**src/hw/rtl/mpfd_pkg.sv**
```systemverilog
package mpfd_pkg;

   localparam int PAGE_ROWS   = 8;
   localparam int COORD_W     = 8;
   localparam int INDEX_W     = 10;
   localparam int WIDE_ADDR_W = 14;
   localparam int ERR_W       = 11;
   localparam int QUEUE_DEPTH = 2;
   localparam int QPTR_W      = 1;

   localparam logic [2:0] REQ_FILL    = 3'd0;
   localparam logic [2:0] REQ_PIXEL   = 3'd1;
   localparam logic [2:0] REQ_LINE    = 3'd2;
   localparam logic [2:0] REQ_OUTLINE = 3'd3;
   localparam logic [2:0] REQ_SOLID   = 3'd4;
   localparam logic [2:0] REQ_READ    = 3'd5;

   typedef enum logic [2:0] {
      OP_NONE,
      OP_FILL,
      OP_PIXEL,
      OP_LINE,
      OP_OUTLINE,
      OP_SOLID,
      OP_READ
   } op_type;

   typedef enum logic [2:0] {
      ST_CLEAR,
      ST_IDLE,
      ST_FILL,
      ST_PIX_RD,
      ST_PIX_WR,
      ST_READ,
      ST_RESP
   } eng_state_type;

   typedef struct packed {
      op_type               op;
      logic [COORD_W-1:0]   x;
      logic [COORD_W-1:0]   y;
      logic [COORD_W-1:0]   xe;
      logic [COORD_W-1:0]   ye;
      logic [COORD_W-1:0]   w;
      logic [COORD_W-1:0]   h;
      logic                 on;
      logic [7:0]           pat;
      logic [INDEX_W-1:0]   ridx;
      logic [COORD_W-1:0]   dx;
      logic [COORD_W-1:0]   dym;
      logic                 sx_neg;
      logic                 sy_neg;
   } cmd_type;

   typedef struct packed {
      logic empty;
      logic full;
   } q_status_type;

endpackage

```
**src/hw/rtl/mpfd_front.sv**
```systemverilog
module mpfd_front #(
   parameter int STORE_SIZE = 1024
) (
   input  logic                        req_valid,
   output logic                        req_stall,
   input  logic [2:0]                  req_type,
   input  logic [7:0]                  req_start_x,
   input  logic [7:0]                  req_start_y,
   input  logic [7:0]                  req_end_x,
   input  logic [7:0]                  req_end_y,
   input  logic [7:0]                  req_rect_width,
   input  logic [7:0]                  req_rect_height,
   input  logic                        req_pixel_on,
   input  logic [7:0]                  req_fill_pattern,
   input  logic [9:0]                  req_read_index,
   input  mpfd_pkg::q_status_type      q_status,
   input  logic                        clearing,
   output logic                        push,
   output mpfd_pkg::cmd_type           cmd
);

   logic size_ok;
   logic index_ok;

   assign req_stall = q_status.full || clearing;
   assign push      = req_valid && !req_stall;
   assign size_ok   = (req_rect_width != 8'd0) && (req_rect_height != 8'd0);
   assign index_ok  = 32'(req_read_index) < STORE_SIZE;

   always_comb begin
      cmd.x      = req_start_x;
      cmd.y      = req_start_y;
      cmd.xe     = req_end_x;
      cmd.ye     = req_end_y;
      cmd.w      = req_rect_width;
      cmd.h      = req_rect_height;
      cmd.on     = req_pixel_on;
      cmd.pat    = req_fill_pattern;
      cmd.ridx   = req_read_index;
      cmd.dx     = (req_end_x > req_start_x) ? (req_end_x - req_start_x)
                                             : (req_start_x - req_end_x);
      cmd.dym    = (req_end_y > req_start_y) ? (req_end_y - req_start_y)
                                             : (req_start_y - req_end_y);
      cmd.sx_neg = !(req_start_x < req_end_x);
      cmd.sy_neg = !(req_start_y < req_end_y);
      unique case (req_type)
         mpfd_pkg::REQ_FILL:    cmd.op = mpfd_pkg::OP_FILL;
         mpfd_pkg::REQ_PIXEL:   cmd.op = mpfd_pkg::OP_PIXEL;
         mpfd_pkg::REQ_LINE:    cmd.op = mpfd_pkg::OP_LINE;
         mpfd_pkg::REQ_OUTLINE: cmd.op = size_ok ? mpfd_pkg::OP_OUTLINE : mpfd_pkg::OP_NONE;
         mpfd_pkg::REQ_SOLID:   cmd.op = size_ok ? mpfd_pkg::OP_SOLID : mpfd_pkg::OP_NONE;
         mpfd_pkg::REQ_READ:    cmd.op = index_ok ? mpfd_pkg::OP_READ : mpfd_pkg::OP_NONE;
         default:               cmd.op = mpfd_pkg::OP_NONE;
      endcase
   end

endmodule

```
**config.mk**
```make
export PLATFORM = sky130hd
export DESIGN_NAME = mpfd_front
export DESIGN_NICKNAME = d
export VERILOG_FILES = /design/src/hw/rtl/mpfd_pkg.sv /design/src/hw/rtl/mpfd_front.sv
export SDC_FILE = /design/constraint.sdc
export NUM_CORES = 1
export LEC_CHECK = 0
export CAP_MARGIN = 10
export CELL_PAD_IN_SITES_DETAIL_PLACEMENT = 1
export CELL_PAD_IN_SITES_GLOBAL_PLACEMENT = 2
export CORE_MARGIN = 5
export CORE_UTILIZATION = 36
export DETAILED_ROUTE_END_ITERATION = 7
export DONT_BUFFER_PORTS = 1
export PLACE_DENSITY = 0.9
export SLEW_MARGIN = 5
export SYNTH_ARGS = -nofsm -noshare
export SYNTH_HDL_FRONTEND = slang
export SYNTH_SLANG_ARGS = --single-unit
```
**constraint.sdc**
```tcl
create_clock -name vclk -period 3
set_input_delay 0.15 -clock vclk [all_inputs]
set_output_delay 0.15 -clock vclk [all_outputs]
set_load 0.01 [all_outputs]
```
## Yosys cells after proc, flatten, opt, wreduce, memory -nomap -nowiden

Cells that the tools add are included.

| word-level totals | value |
|---|---|
| memories | 0 |
| word-level logic and storage cells | 27 |
| output and inout port bits | 90 |
| ROM bits | 0 |
| bits of input ports | 74 |
| memory bits (writable) | 0 |
| latch bits | 0 |
| flip-flop bits (word level) | 0 |

| cells by class | value |
|---|---|
| magnitude comparators | 4 |
| equal/unequal tests | 5 |
| muxes and demuxes | 5 |
| bitwise operators | 0 |
| reduce and logical (&&, ||, !) cells | 9 |
| shifts and indexed selects | 0 |
| $mul | 0 |
| $add $sub $neg | 4 |
| divide/modulo/power cells | 0 |

Operators by type and width:

| cell | number |
|---|---|
| $sub 8x8->8 | 4 |
| $pmux 3 s6 | 1 |
| $gt 8x8->1 | 2 |
| $lt 8x8->1 | 2 |
| $mux 8 | 2 |
| $reduce_bool 8->1 | 2 |
| $eq 3x2->1 const B | 2 |
| $eq 3x3->1 const B | 2 |
| $mux 3 | 2 |
| $eq 3x1->1 const B | 1 |
| $logic_not 1->1 | 3 |
| $logic_not 3->1 | 1 |
| $logic_and 1x1->1 | 2 |
| $logic_or 1x1->1 | 1 |

## Depth between registers and ports, before layout

| depth | value |
|---|---|
| depth after elaboration | 4 |
| mapped depth | 9 |
| depth with buffers taken out | 8 |

## Least setup slack after synthesis

OpenSTA, ideal clock, no wires.

| timing path | value |
|---|---|
| path type | input to output |
| from | input req_end_x[0] |
| to | output cmd[12] in the netlist's numbering |
| cell stages on the path | 9 |
| required time | 2.850 ns |
| data arrival time | 1.784 ns |
| setup slack | 1.066 ns |
| path buffers | 1 |
| cell sequence | inv_1 -> ha_1 -> fa_1 -> nand3b_1 -> a21oi_1 -> o32a_1 -> buf_6 -> mux2i_1 -> xor2_1 |

RTL lines:

| what | RTL line | RTL |
|---|---|---|
| start, declared | mpfd_front.sv:9 | `input logic [7:0] req_end_x,` |
| end, declared | mpfd_front.sv:19 | `output mpfd_pkg::cmd_type cmd` |

==> run summary <==
The remaining global-route overflow is 0. The tool flagged a number of max-cap violations equal to 0. The part of the total power dissipated in the clock network came out at 0. The worst slew margin relative to its limit came out at 0.686.

The top-level port count came out at about 160. After synthesis, the netlist uses 31 different library cells. The overall die width came out at between 80 and 90 um.

The net switching share of the total power came out at 0.617. The top cell types in the final layout, fill and taps aside, are sky130_fd_sc_hd__inv_1 (37), sky130_fd_sc_hd__ha_1 (32), sky130_fd_sc_hd__mux2i_1 (14), sky130_fd_sc_hd__o21ai_0 (12), sky130_fd_sc_hd__a21oi_1 (11). The maximum clock frequency is ~430 MHz. The total count of hold-check failures in the final report came to 0. For this design the static power due to leakage is approximately 0.0008 uW.

The type of element launching the critical path is an input pin. The via count of the first global-routing pass is approximately 1500. The total of clock buffers placed in the layout is 0. The flow ran to the end, and the final reports show no timing, DRC or antenna violations. The height of the chip is 85.0 um. The fraction of final layout cells with drive strength greater than 1 came out at 0.0625. The final cycle utilization of the critical path is 0.767. The post-cts resize count came out at 0.

The number of diodes added for antenna fixing came out at 0. The sum of internal, switching and leakage power came out at between 300 and 400 uW. The least setup slack across all paths after layout came out at between 700 and 800 ps. The via-per-instance ratio is ~5.4. The largest vdd supply drop came out at 0.0785 mV. The initial antenna violation count is 0. The internal power summed over all cells is between 100 and 150 uW. The count of hold buffers inserted by post-cts repair came out at 0.

Dividing the detail-routed wire length by the instance count gives roughly 17 um. The total DRC errors in the routed layout is 0. The number of nets in the synthesized netlist is 379. The maximum fanout encountered on the critical timing path is 7. Leaving out fill and tap cells, the most frequent cell in the layout is sky130_fd_sc_hd__inv_1. The area used by sequential logic in the layout came out at 0 um2. The startpoint-to-endpoint class of the critical path is in -> out. In this run the remaining antenna-violating nets after routing total 0. The part of the power in combinational logic came out at 1.000. Setup repair after global routing left no endpoint under its margin. After routing the design area is about 1500 um2. The area share of the largest cell type after synthesis came out at 0.248. The clock period minus worst slack came out at 2300 ps. The first-pass iteration count of the detailed router is 4. The floorplan has 27 rows. The sequential cell count of the final layout came out at 0. For this block, the routed nets add up to approximately 4400 um of wire.

Setup total negative slack on the finished layout was measured at 0 ps. The worst-case setup slack after placement came out at roughly 670 ps. The count of yosys warnings during synthesis is 0. The portion of the post-synthesis area used by sequential elements came out at 0. The net load switching power is ~200 uW. The signed area change from the synthesized netlist to the final layout came out at -24.4%.

The average instance area after synthesis came out at ~7.5 um2. Ranked by total cell area, the synthesized netlist is headed by sky130_fd_sc_hd__buf_4 (25%), sky130_fd_sc_hd__ha_1 (20%), sky130_fd_sc_hd__mux2i_1 (6.9%), sky130_fd_sc_hd__inv_1 (6.9%), sky130_fd_sc_hd__fa_1 (4.0%). The required time reported for the critical path endpoint is ~2900 ps. At the pin with the least slew margin, the transition time is approximately 470 ps. The instance area after placement is approximately 1500 um2. The die outline area is slightly above 7000 um2. The detailed router placed roughly 1400 vias in this run.

The cell area that synthesis handed to floorplanning was between 2000 and 2500 um2. Of all cell types, the one taking the most synthesized area is sky130_fd_sc_hd__buf_4. The wire length of the first global-routing pass came out at ~7000 um. Across every metal layer, demand over resource in global routing totals 0.114. The final number of setup-violating endpoints came out at 0. The initial core utilization is 0.370.

The first routing iteration left 12 violations. The number of pins exceeding their max-slew limit in the final report was 0. In this run the power density over the cells is between 200 and 250 nW/um2. Entering global routing, the biggest net connects 12 pins. Buffers placed on the I/O ports in this run total 0. The tightest min-delay check is of the in -> out type.

The placer congestion estimate is 0.790. The nature of the critical path endpoint is an output pin. The synthesized instance count is 269.

The placeable core region is 5470 um2. At the worst endpoint, the arrival time is between 2000 and 2500 ps. The number of setup buffers added after CTS is 0. Of the total power, registers draw 0. The final layout net count is 304. The placed wire-length estimate is 3840 um.
## cell usage after synthesis
| cell | number |
|---|---|
| sky130_fd_sc_hd__a311oi_1 | 4 |
| sky130_fd_sc_hd__a21oi_1 | 11 |
| sky130_fd_sc_hd__nand2b_1 | 1 |
| sky130_fd_sc_hd__a211oi_1 | 4 |
| sky130_fd_sc_hd__xor2_1 | 6 |
| sky130_fd_sc_hd__o21ai_1 | 1 |
| sky130_fd_sc_hd__clkbuf_1 | 4 |
| sky130_fd_sc_hd__mux2i_1 | 14 |
| sky130_fd_sc_hd__a21o_2 | 4 |
| sky130_fd_sc_hd__ha_1 | 32 |
| sky130_fd_sc_hd__or2_2 | 1 |
| sky130_fd_sc_hd__a211oi_2 | 2 |
| sky130_fd_sc_hd__nor4_1 | 4 |
| sky130_fd_sc_hd__and3_2 | 2 |
| sky130_fd_sc_hd__mux2_2 | 1 |
| sky130_fd_sc_hd__inv_1 | 37 |
| sky130_fd_sc_hd__o32ai_1 | 1 |
| sky130_fd_sc_hd__nor2b_1 | 1 |
| sky130_fd_sc_hd__buf_4 | 67 |
| sky130_fd_sc_hd__buf_6 | 6 |
| sky130_fd_sc_hd__nor2_1 | 8 |
| sky130_fd_sc_hd__xnor2_1 | 6 |
| sky130_fd_sc_hd__a21oi_2 | 2 |
| sky130_fd_sc_hd__a21o_1 | 4 |
| sky130_fd_sc_hd__nand2_1 | 10 |
| sky130_fd_sc_hd__fa_1 | 4 |
| sky130_fd_sc_hd__o32a_1 | 2 |
| sky130_fd_sc_hd__a31oi_1 | 10 |
| sky130_fd_sc_hd__nand3b_1 | 4 |
| sky130_fd_sc_hd__o21ai_0 | 12 |
| sky130_fd_sc_hd__nand4_1 | 4 |
## final timing paths
kind | startpoint | endpoint | slack, ps | cells after the start
max | req_end_y[0] | cmd[8] | 700 | 8
min | req_fill_pattern[4] | cmd[32] | 300 | 0
## critical path: stages
cell and delay (ps):
sky130_fd_sc_hd__inv_1 20, sky130_fd_sc_hd__ha_1 200, sky130_fd_sc_hd__fa_1 390, sky130_fd_sc_hd__nand3b_1 190, sky130_fd_sc_hd__a21oi_1 160, sky130_fd_sc_hd__o32a_1 470, sky130_fd_sc_hd__mux2i_1 280, sky130_fd_sc_hd__xor2_1 290
## stage by stage
stage,hold WS (ps),std cells,util
6_report,300,264,0.280
3_3_place_gp,300,264,0.280
2_1_floorplan,346,269,-
5_1_grt,300,264,0.280
3_5_place_dp,300,264,0.280
4_1_cts,300,264,0.280
## cell families (layout without fill, tap and decap cells)
family	count (synthesis)	in the layout	synth area share
simple gates	35	35	0.0895
buf+inv	114	37	0.357
xor+xnor	12	12	0.0519
compound gates	57	57	0.190
fa+ha+maj	36	36	0.237
mux	15	15	0.0747
## power by group through the flow
| stage | sequential (uW) | combinational (uW) | clock, uW |
|---|---|---|---|
| detailed placement | 0 | 323 | 0 |
| finish | 0 | 318 | 0 |
| CTS | 0 | 324 | 0 |
| floorplan | 0 | 371 | 0 |
| global placement | 0 | 315 | 0 |
| global route | 0 | 358 | 0 |
## layout make-up
class                      instances  area (um2)
inverter                          37         139
multi-input combinational        155        1300
fill                             690        3940
tap                               72        90.1
## metal layers
layer | vias up | track usage | routed length [um]
met3 | 6 | 0.0291 | 361
met4 | 0 | 0.0101 | 20
met1 | 681 | 0.119 | 1610
met2 | 57 | 0.231 | 2380
met5 | - | 0 | 0
li1 | 683 | - | -
Power figures use the tool's default switching activity.
