`src/hw/rtl/mpfd_pkg.sv`:
```
package mpfd_pkg;

   localparam int PAGE_ROWS   = 8;
   localparam int COORD_W     = 8;
   localparam int INDEX_W     = 10;
   localparam int WIDE_ADDR_W = 14;
   localparam int ERR_W       = 11;
   localparam int QUEUE_DEPTH = 2;
   localparam int QPTR_W      = 1;

   localparam logic [2:0] REQ_FILL    = 3'd0;
   localparam logic [2:0] REQ_PIXEL   = 3'd1;
   localparam logic [2:0] REQ_LINE    = 3'd2;
   localparam logic [2:0] REQ_OUTLINE = 3'd3;
   localparam logic [2:0] REQ_SOLID   = 3'd4;
   localparam logic [2:0] REQ_READ    = 3'd5;

   typedef enum logic [2:0] {
      OP_NONE,
      OP_FILL,
      OP_PIXEL,
      OP_LINE,
      OP_OUTLINE,
      OP_SOLID,
      OP_READ
   } op_type;

   typedef enum logic [2:0] {
      ST_CLEAR,
      ST_IDLE,
      ST_FILL,
      ST_PIX_RD,
      ST_PIX_WR,
      ST_READ,
      ST_RESP
   } eng_state_type;

   typedef struct packed {
      op_type               op;
      logic [COORD_W-1:0]   x;
      logic [COORD_W-1:0]   y;
      logic [COORD_W-1:0]   xe;
      logic [COORD_W-1:0]   ye;
      logic [COORD_W-1:0]   w;
      logic [COORD_W-1:0]   h;
      logic                 on;
      logic [7:0]           pat;
      logic [INDEX_W-1:0]   ridx;
      logic [COORD_W-1:0]   dx;
      logic [COORD_W-1:0]   dym;
      logic                 sx_neg;
      logic                 sy_neg;
   } cmd_type;

   typedef struct packed {
      logic empty;
      logic full;
   } q_status_type;

endpackage

```
`src/hw/rtl/mpfd_queue.sv`:
```
module mpfd_queue (
   input  logic                   clock,
   input  logic                   reset,
   input  logic                   push,
   input  mpfd_pkg::cmd_type      push_cmd,
   input  logic                   pop,
   output mpfd_pkg::cmd_type      pop_cmd,
   output mpfd_pkg::q_status_type q_status
);

   mpfd_pkg::cmd_type          entries_ff [mpfd_pkg::QUEUE_DEPTH];
   logic [mpfd_pkg::QPTR_W-1:0] wr_ptr_ff, wr_ptr_in;
   logic [mpfd_pkg::QPTR_W-1:0] rd_ptr_ff, rd_ptr_in;
   logic [mpfd_pkg::QPTR_W:0]   count_ff, count_in;

   assign pop_cmd        = entries_ff[rd_ptr_ff];
   assign q_status.empty = (count_ff == '0);
   assign q_status.full  = (count_ff == (mpfd_pkg::QPTR_W+1)'(mpfd_pkg::QUEUE_DEPTH));

   always_comb begin
      wr_ptr_in = push ? wr_ptr_ff + 1'b1 : wr_ptr_ff;
      rd_ptr_in = pop ? rd_ptr_ff + 1'b1 : rd_ptr_ff;
      count_in  = count_ff;
      if (push && !pop) begin
         count_in = count_ff + 1'b1;
      end else if (pop && !push) begin
         count_in = count_ff - 1'b1;
      end
   end

   always_ff @(posedge clock) begin
      if (reset) begin
         wr_ptr_ff <= '0;
         rd_ptr_ff <= '0;
         count_ff  <= '0;
      end else begin
         wr_ptr_ff <= wr_ptr_in;
         rd_ptr_ff <= rd_ptr_in;
         count_ff  <= count_in;
      end
   end

   always_ff @(posedge clock) begin
      if (push) begin
         entries_ff[wr_ptr_ff] <= push_cmd;
      end
   end

endmodule

```
`config.mk`:
```
export PLATFORM = sky130hd
export DESIGN_NAME = mpfd_queue
export DESIGN_NICKNAME = d
export VERILOG_FILES = /design/src/hw/rtl/mpfd_pkg.sv /design/src/hw/rtl/mpfd_queue.sv
export SDC_FILE = /design/constraint.sdc
export NUM_CORES = 1
export LEC_CHECK = 0
export ABC_AREA = 1
export BUFFER_PORTS_ARGS = -buffer_cell sky130_fd_sc_hd__buf_2
export CAP_MARGIN = 20
export CORE_ASPECT_RATIO = 2
export CORE_UTILIZATION = 54
export DETAILED_ROUTE_END_ITERATION = 10
export PLACE_DENSITY_LB_ADDON = 0.1
export SLEW_MARGIN = 20
export SYNTH_ARGS = -nofsm -noshare
export SYNTH_HDL_FRONTEND = slang
export SYNTH_SLANG_ARGS = --single-unit
```
`constraint.sdc`:
```
create_clock -name clock -period 19.45 [get_ports clock]
set_input_delay 5.835 -clock clock [delete_from_list [all_inputs] [get_ports clock]]
set_output_delay 5.835 -clock clock [all_outputs]
set_load 0.03 [all_outputs]
```
# Word level (Yosys, flattened, before mapping)
# Memory sizes are Yosys's and may differ from the RTL's. A register that Yosys moved wholly into a read port is not among the register bits.
# Index checks and enable logic that the tools add are counted.
# word_totals
output_inout_bits,90
ramBits,176
input_bits,92
ff_bits,4
n_memories,1
wordCells,21
# op_classes
eq_ne,1
add_sub_neg,4
n_reduce_logical,6
mux,6
# memory_table
name,words,width,read_ports,rd_clocked_by_memory_dff,write_ports,line,rtl
entries_ff,2,88,1,1,1,mpfd_queue.sv:11,mpfd_pkg::cmd_type entries_ff [mpfd_pkg::QUEUE_DEPTH];
# op_table
operator,n
1-bit 2-to-1 mux,4
2-bit 2-to-1 mux,2
"1-bit adder, second input constant",2
"2-bit by 1-bit adder with 2-bit output, second input constant",1
"2-bit equality test, second input constant",1
1-bit logical AND,2
1-bit zero test,2
2-bit zero test,1
2-bit nonzero test,1
"2-bit by 1-bit subtractor with 2-bit output, second input constant",1

# Depth between registers and ports, before layout
# Gate-level depths: netlist (run 1).
# logic_depth
word_depth,4
depth_mapped,8
mapped_depth_nobuf,8

# Worst setup path after synthesis (run 1)
# No wires, ideal clock.
# synth_path
kind,input to register
from,input port push
to,"memory entries_ff[0][0] in the netlist's numbering, enable pin"
arrival_time_ns,9.560
setup_time_ns,0.537
stages,2
path_buffers,0
slack_ns,9.352
required_time_ns,18.913
cell_sequence,inv_1 > nor2_1
# synth_between
elab_chain_len,2
# synth_rtl
item,line,rtl
start: declaration,mpfd_queue.sv:4,"input logic push,"
1-bit 2-to-1 mux,mpfd_queue.sv:44,if (push) begin
1-bit 2-to-1 mux (implied by the code),mpfd_queue.sv:45,entries_ff[wr_ptr_ff] <= push_cmd;
end: declaration,mpfd_queue.sv:11,
# No other way between the ends.

==> metrics.csv, run 1 <==
metric;value;unit
worst hold slack;0.5401;ns
Clock Skews;0.007126;ns
Met2 Routed Length;6.622;mm
Pre-Repair DR Iteration Count;4;
worst reg-to-reg setup slack;17.38;ns
Req. time, crit path;13.61;ns
Reg area;5389;um2
DR vias;3463;
crit path cell chain;buf_4 -> mux2_2 -> buf_2;
Mapped Avg Cell Area;21.67;um2
MaxCap Viol Count;0;
period utilization;42.64;%
max incr delay on CP;0.78;ns
unrepaired setup endpoints after global routing;no;
Final Core Density;69.16;%
final hold violations;0;
synth-to-layout area growth;25.30;%
clk sinks;181;
Setup WS post-layout;11.16;ns
Non-Filler Cell Area, Final;8335;um2
# DRC;0;
post-synth cell types;16;
Slew @ Worst Pin;0.8907;ns
slowest CP cell;buf_4;
Worst Setup Start Kind;flop;
IO Count;182;
initial antenna violation count;2;
HP Start;rd_ptr_ff;
largest net degree at the start of global routing;62;
global-route wire length before repair;17.73;mm
CP top delay family;buffers and inverters;
worst min path class;flop to flop;
top sig layer;met4;
register bit total from synthesis;181;
RR Startpoint;wr_ptr_ff;
end of the worst register-to-register path;entries_ff[1][76];
Non-Filler Instances;662;
htree depth;4;
CTS max path bufs;2;
post-placement setup slack;11.56;ns
share of the synthesized area in the top cell type;79.44;%
setup total negative slack;0;ns
Core ar.;12050;um2
# rows;57;
final net count;594;
Tot Pwr;0.9202;mW
dpl cell area;7730;um2
Worst-path clk slew;0.06;ns
worst path bufs/invs;2;
Initial Util;55.20;%
Slew HR;40.62;%
final setup violation count;0;
Vias/cell;5.231;
wire length per cell after detailed routing;17.65;um
Cells after Synth;307;
Detail Placement HPWL;7.741;mm
Synth warnings;0;
Synth area leader;edfxtp_1;
Die Height;159.0;um
status;finished clean;
die width;80.49;um
Root Buffer;clkbuf_16;
Inst Count DP;629;
CTS tree;yes;
hold path depth;2;
post-synthesis sequential area ratio;80.95;%
Fillers;829;
synth top area cells;edfxtp_1 79%, mux2_2 12%, mux2_4 4.5%, dfxtp_1 1.5%, buf_6 0.68%;
layout cells sized above 1;59.45;%
Routability Congestion;0.7319;
Worst-Skew Late Latency;0.42;ns
die area;12790;um2
syn_nets;400;
fmax;0.1206;GHz
M1 wire length;3.940;mm
Global Route Usage Sum;19.47;%
crit path time final;8.293;ns
Final Max Slew Viols;0;
Static Leak;3.214;nW
final WL;11.68;mm
iteration-0 DRC count of the detailed router;162;
metal3 WL;721;um
post-cts sizing count;0;
pwr/cell area;110.4;nW/um2
remaining antenna violation count;0;
FF-to-FF path depth;3;
Peak VDD IR;0.07184;mV
Arr. time, crit path;2.46;ns
critical path class;flop to primary output;
Setup Fix Bufs, Post-CTS;0;
input/output buffers;181;
total CTS buffers;17;
crit-path max FO;61;
critical path capture point type;primary output;
footprint of the multi-input gates;1166;um2
global route overflow;0;
synthesized area;6653;um2
cts-stage hold buffer count;0;
vias in the first global route;3708;
==> placed cells by master (no fill, tap or decap), drive strengths merged <==
cell type and count:
clkinv 6, inv 13, nand2 5, edfxtp 176
mux2 88, bufinv 3, clkbuf 17, nand4 1
dfxtp 5, ha 1, nor3 1, xnor2 1
nand3 1, nor2 7, buf 185, a21oi 1
o21ai 1, diode 2, clkinvlp 1
==> cells in the mapped netlist <==
| cell type | n |
|---|---|
| nand3_1 | 1 |
| a21oi_1 | 1 |
| o21ai_0 | 1 |
| mux2_2 | 68 |
| ha_1 | 1 |
| nor3_1 | 1 |
| inv_1 | 9 |
| edfxtp_1 | 176 |
| xnor2_1 | 1 |
| nand2_1 | 5 |
| nor2_1 | 7 |
| mux2_4 | 20 |
| buf_6 | 4 |
| nand4_1 | 1 |
| dfxtp_1 | 5 |
| buf_2 | 6 |
==> area by class of cell <==
| class | instances | share of cell area [%] |
|---|---|---|
| sequential | 181 | 64.65 |
| clock inverter | 14 | 2.101 |
| inverter | 9 | 0.4203 |
| antenna | 2 | 0.06004 |
| tap | 147 | 2.207 |
| multi-input combinational | 107 | 13.99 |
| clock buffer | 17 | 5.104 |
| timing repair buffer | 185 | 11.47 |
==> state kept, by name, summed over array words and instances (netlist names), named ones only <==
signal,flops
count_ff,2
wr_ptr_ff,1
entries_ff,176
rd_ptr_ff,1
==> power by group <==
group          internal [mW]  total, mW  switching (mW)
clock                  0.203      0.344           0.141
sequential             0.451      0.459         0.00728
combinational         0.0437      0.118          0.0742
total                  0.698      0.920           0.222
==> kinds of logic (layout without fill, tap and decap cells) <==
logic type	after synthesis	in the layout	share of synthesized area [%]
other cells	0	2	0
xor+xnor	1	1	0.1317
compound gates	2	2	0.1503
simple gates	15	15	0.9216
buf+inv	19	225	1.636
flops	181	181	80.95
fa+ha+maj	1	1	0.1880
mux	88	88	16.02
==> worst max path at each step <==
stage,from,endpoint,slack (ns),depth (start not counted)
final,flop,pop_cmd[43],11.16,3
after global routing,flop,pop_cmd[43],11.03,3
after CTS,flop,pop_cmd[7],11.10,3
after detailed placement,flop,pop_cmd[7],11.56,3
after global placement,push,entries_ff[0][3],11.43,4
after floorplan,push,entries_ff[0][0],9.35,2
==> routing by layer <==
layer,up-vias,track usage [%]
li1,1595,-
met1,1705,18.36
met2,135,35.79
met3,28,5.845
met4,0,10.39
met5,-,0
==> worst min-delay path: stages, from the launching register on <==
cell and delay [ns]:
dfxtp_1 0.33, xnor2_1 0.09, nor2_1 0.08
Note: power is estimated with default switching activity, not from simulation.
==> run 2, diff against run 1 <==
--- a/config.mk
+++ b/config.mk
@@ -5,11 +5,11 @@
 export SDC_FILE = /design/constraint.sdc
 export NUM_CORES = 1
 export LEC_CHECK = 0
-export ABC_AREA = 1
+export ABC_AREA = 0
 export BUFFER_PORTS_ARGS = -buffer_cell sky130_fd_sc_hd__buf_2
 export CAP_MARGIN = 20
 export CORE_ASPECT_RATIO = 2
-export CORE_UTILIZATION = 54
+export CORE_UTILIZATION = 47
 export DETAILED_ROUTE_END_ITERATION = 10
 export PLACE_DENSITY_LB_ADDON = 0.1
 export SLEW_MARGIN = 20
==> constraint.sdc (replaced) <==
create_clock -name clock -period 6.8 [get_ports clock]
set_input_delay 2.04 -clock clock [delete_from_list [all_inputs] [get_ports clock]]
set_output_delay 2.04 -clock clock [all_outputs]
set_load 0.03 [all_outputs]
==> metrics.csv, run 2 <==
metric;value;unit
Static Leak;3.156;nW
Tot Pwr;2.588;mW
MaxCap Viol Count;0;
Root Buffer;clkbuf_16;
final hold violations;0;
# DRC;0;
CTS max path bufs;2;
Largest Register;entries_ff;
crit-path max FO;46;
ys async rst share;0;%
Setup WS post-layout;2.289;ns
clk sinks;181;
RR Startpoint;wr_ptr_ff;
Inst Count DP;660;
share of the synthesized area in the top cell type;79.70;%
crit path time final;4.511;ns
Synth area leader;edfxtp_1;
Arr. time, crit path;2.47;ns
Req. time, crit path;4.76;ns
Fillers;1094;
Detail Placement HPWL;8.009;mm
vias in the first global route;3606;
synth top area cells;edfxtp_1 80%, mux2_2 12%, mux2_4 4.5%, dfxtp_1 1.5%, buf_6 0.68%;
Initial Util;48.00;%
fraction of the mapped netlist area in simple logic gates;0.6604;%
synth-to-layout area growth;25.25;%
Die Height;170.0;um
biggest regs;entries_ff (176), count_ff (2);
Post-synth EDFFs;176;
Global Route Usage Sum;16.84;%
post-synth cell types;16;
Worst-path clk slew;0.07;ns
synthesized area;6631;um2
end of the worst register-to-register path;entries_ff[1][35];
critical path capture point type;primary output;
max incr delay on CP;0.83;ns
Mapped Avg Cell Area;22.40;um2
Slew @ Worst Pin;0.7439;ns
DR vias;3379;
# rows;61;
HP Start;rd_ptr_ff;
most frequent cells in the layout;181 x buf_2, 176 x edfxtp_1, 68 x mux2_2, 20 x mux2_4, 17 x clkbuf_16;
complex-gate fraction of the synthesized area;0.1509;%
worst hold slack;0.5219;ns
Worst Setup Start Kind;flop;
main combinational cell family by area after synthesis;multiplexers;
initial antenna violation count;2;
setup total negative slack;0;ns
Pre-Repair DR Iteration Count;4;
CTS tree;yes;
status;finished clean;
IO Count;182;
Post-Synth Adder-Cell Area;0.1887;%
slowest CP cell;dfxtp_4;
Non-Filler Instances;695;
Setup Fix Bufs, Post-CTS;0;
Synth warnings;0;
wire length per cell after detailed routing;17.17;um
die width;85.99;um
Slew HR;50.41;%
Core ar.;13810;um2
worst path bufs/invs;2;
remaining antenna violation count;0;
multiplexer share of the synthesized area;16.08;%
hold path depth;2;
global-route wire length before repair;17.82;mm
syn_nets;389;
post-placement setup slack;2.657;ns
Worst-Skew Late Latency;0.42;ns
iteration-0 DRC count of the detailed router;168;
fmax;0.2217;GHz
final net count;583;
worst reg-to-reg setup slack;4.79;ns
Final Max Slew Viols;0;
final WL;11.93;mm
layout cells sized above 1;60.64;%
global route overflow;0;
CP top delay family;flip-flops;
final setup violation count;0;
Clock Skews;0.008812;ns
FF-to-FF path depth;2;
critical path class;flop to primary output;
commonest cells in the synthesized netlist;176 x edfxtp_1, 68 x mux2_2, 20 x mux2_4, 6 x buf_2;
Vias/cell;4.862;
largest net degree at the start of global routing;47;
commonest non-fill, non-tap cell in the layout;buf_2;
cts-stage hold buffer count;0;
total CTS buffers;17;
Cells after Synth;296;
period utilization;66.33;%
max FFs per register;176;
register bit total from synthesis;181;
htree depth;4;
Routability Congestion;0.7318;
die area;14620;um2
worst min path class;flop to flop;
unrepaired setup endpoints after global routing;no;
pwr/cell area;311.6;nW/um2
crit path cell chain;buf_4 -> mux2_2 -> buf_2;
Post-Synth XOR/XNOR Area;0.5283;%
post-cts sizing count;0;
post-synthesis sequential area ratio;81.21;%
Most used DFF post-synth;edfxtp_1;
Peak VDD IR;0.2039;mV
input/output buffers;181;
most common cell in the netlist;edfxtp_1;
[run 2: worst max-delay path by stage]
stage | endpoint | start | slack [ns] | cells past startpoint
after global routing | pop_cmd[83] | flop | 2.13 | 3
after CTS | pop_cmd[29] | flop | 2.21 | 3
after floorplan | entries_ff[0][0] | push | 0.37 | 1
after detailed placement | pop_cmd[29] | flop | 2.66 | 3
final | pop_cmd[83] | flop | 2.29 | 3
after global placement | pop_cmd[29] | flop | 2.68 | 3
[run 2: worst register-to-register path, stage by stage, from the launching register on]
cell     delay (ns)
dfxtp_1        0.41
and2_4         0.59
buf_4          0.63
[run 2: where the power goes]
part           switching [mW]  internal [mW]  total, mW
combinational           0.220          0.130      0.350
clock                   0.426          0.482      0.908
sequential             0.0291           1.30       1.33
[run 2: metal layers]
layer | GRT usage, % | part of all wire, %
met1 | 16.78 | 34
met2 | 30.23 | 57
met3 | 5.674 | 6.6
met4 | 8.913 | 2.6
met5 | 0 | 0.084
[run 2: cell families (layout without fill, tap and decap cells)]
| kind of cell | after synthesis | in the layout |
|---|---|---|
| AO/OA/AOI/OAI | 2 | 2 |
| XOR/XNOR | 4 | 4 |
| adder cells (fa/ha/maj) | 1 | 1 |
| buffers and inverters | 11 | 218 |
| flip-flops | 181 | 181 |
| multiplexers | 88 | 88 |
| other | 0 | 3 |
| AND/OR/NAND/NOR | 9 | 9 |
[run 2: cell type report]
| cell class | count | area (um2) | area share [%] |
|---|---|---|---|
| antenna | 3 | 7.507 | 0.09039 |
| clock buffer | 19 | 432.9 | 5.212 |
| clock inverter | 13 | 122.6 | 1.476 |
| inverter | 1 | 3.754 | 0.04519 |
| multi-input combinational | 104 | 1177 | 14.18 |
| sequential | 181 | 5389 | 64.88 |
| tap | 189 | 236.5 | 2.847 |
| timing repair buffer | 185 | 935.9 | 11.27 |
[run 2: stage by stage]
stage	area (um2)	utilization (%)
final	8305	60.12
after global routing	8300	60.09
after CTS	8298	60.07
after detailed placement	7742	56.05
after global placement	7742	56.05
after floorplan	6631	-
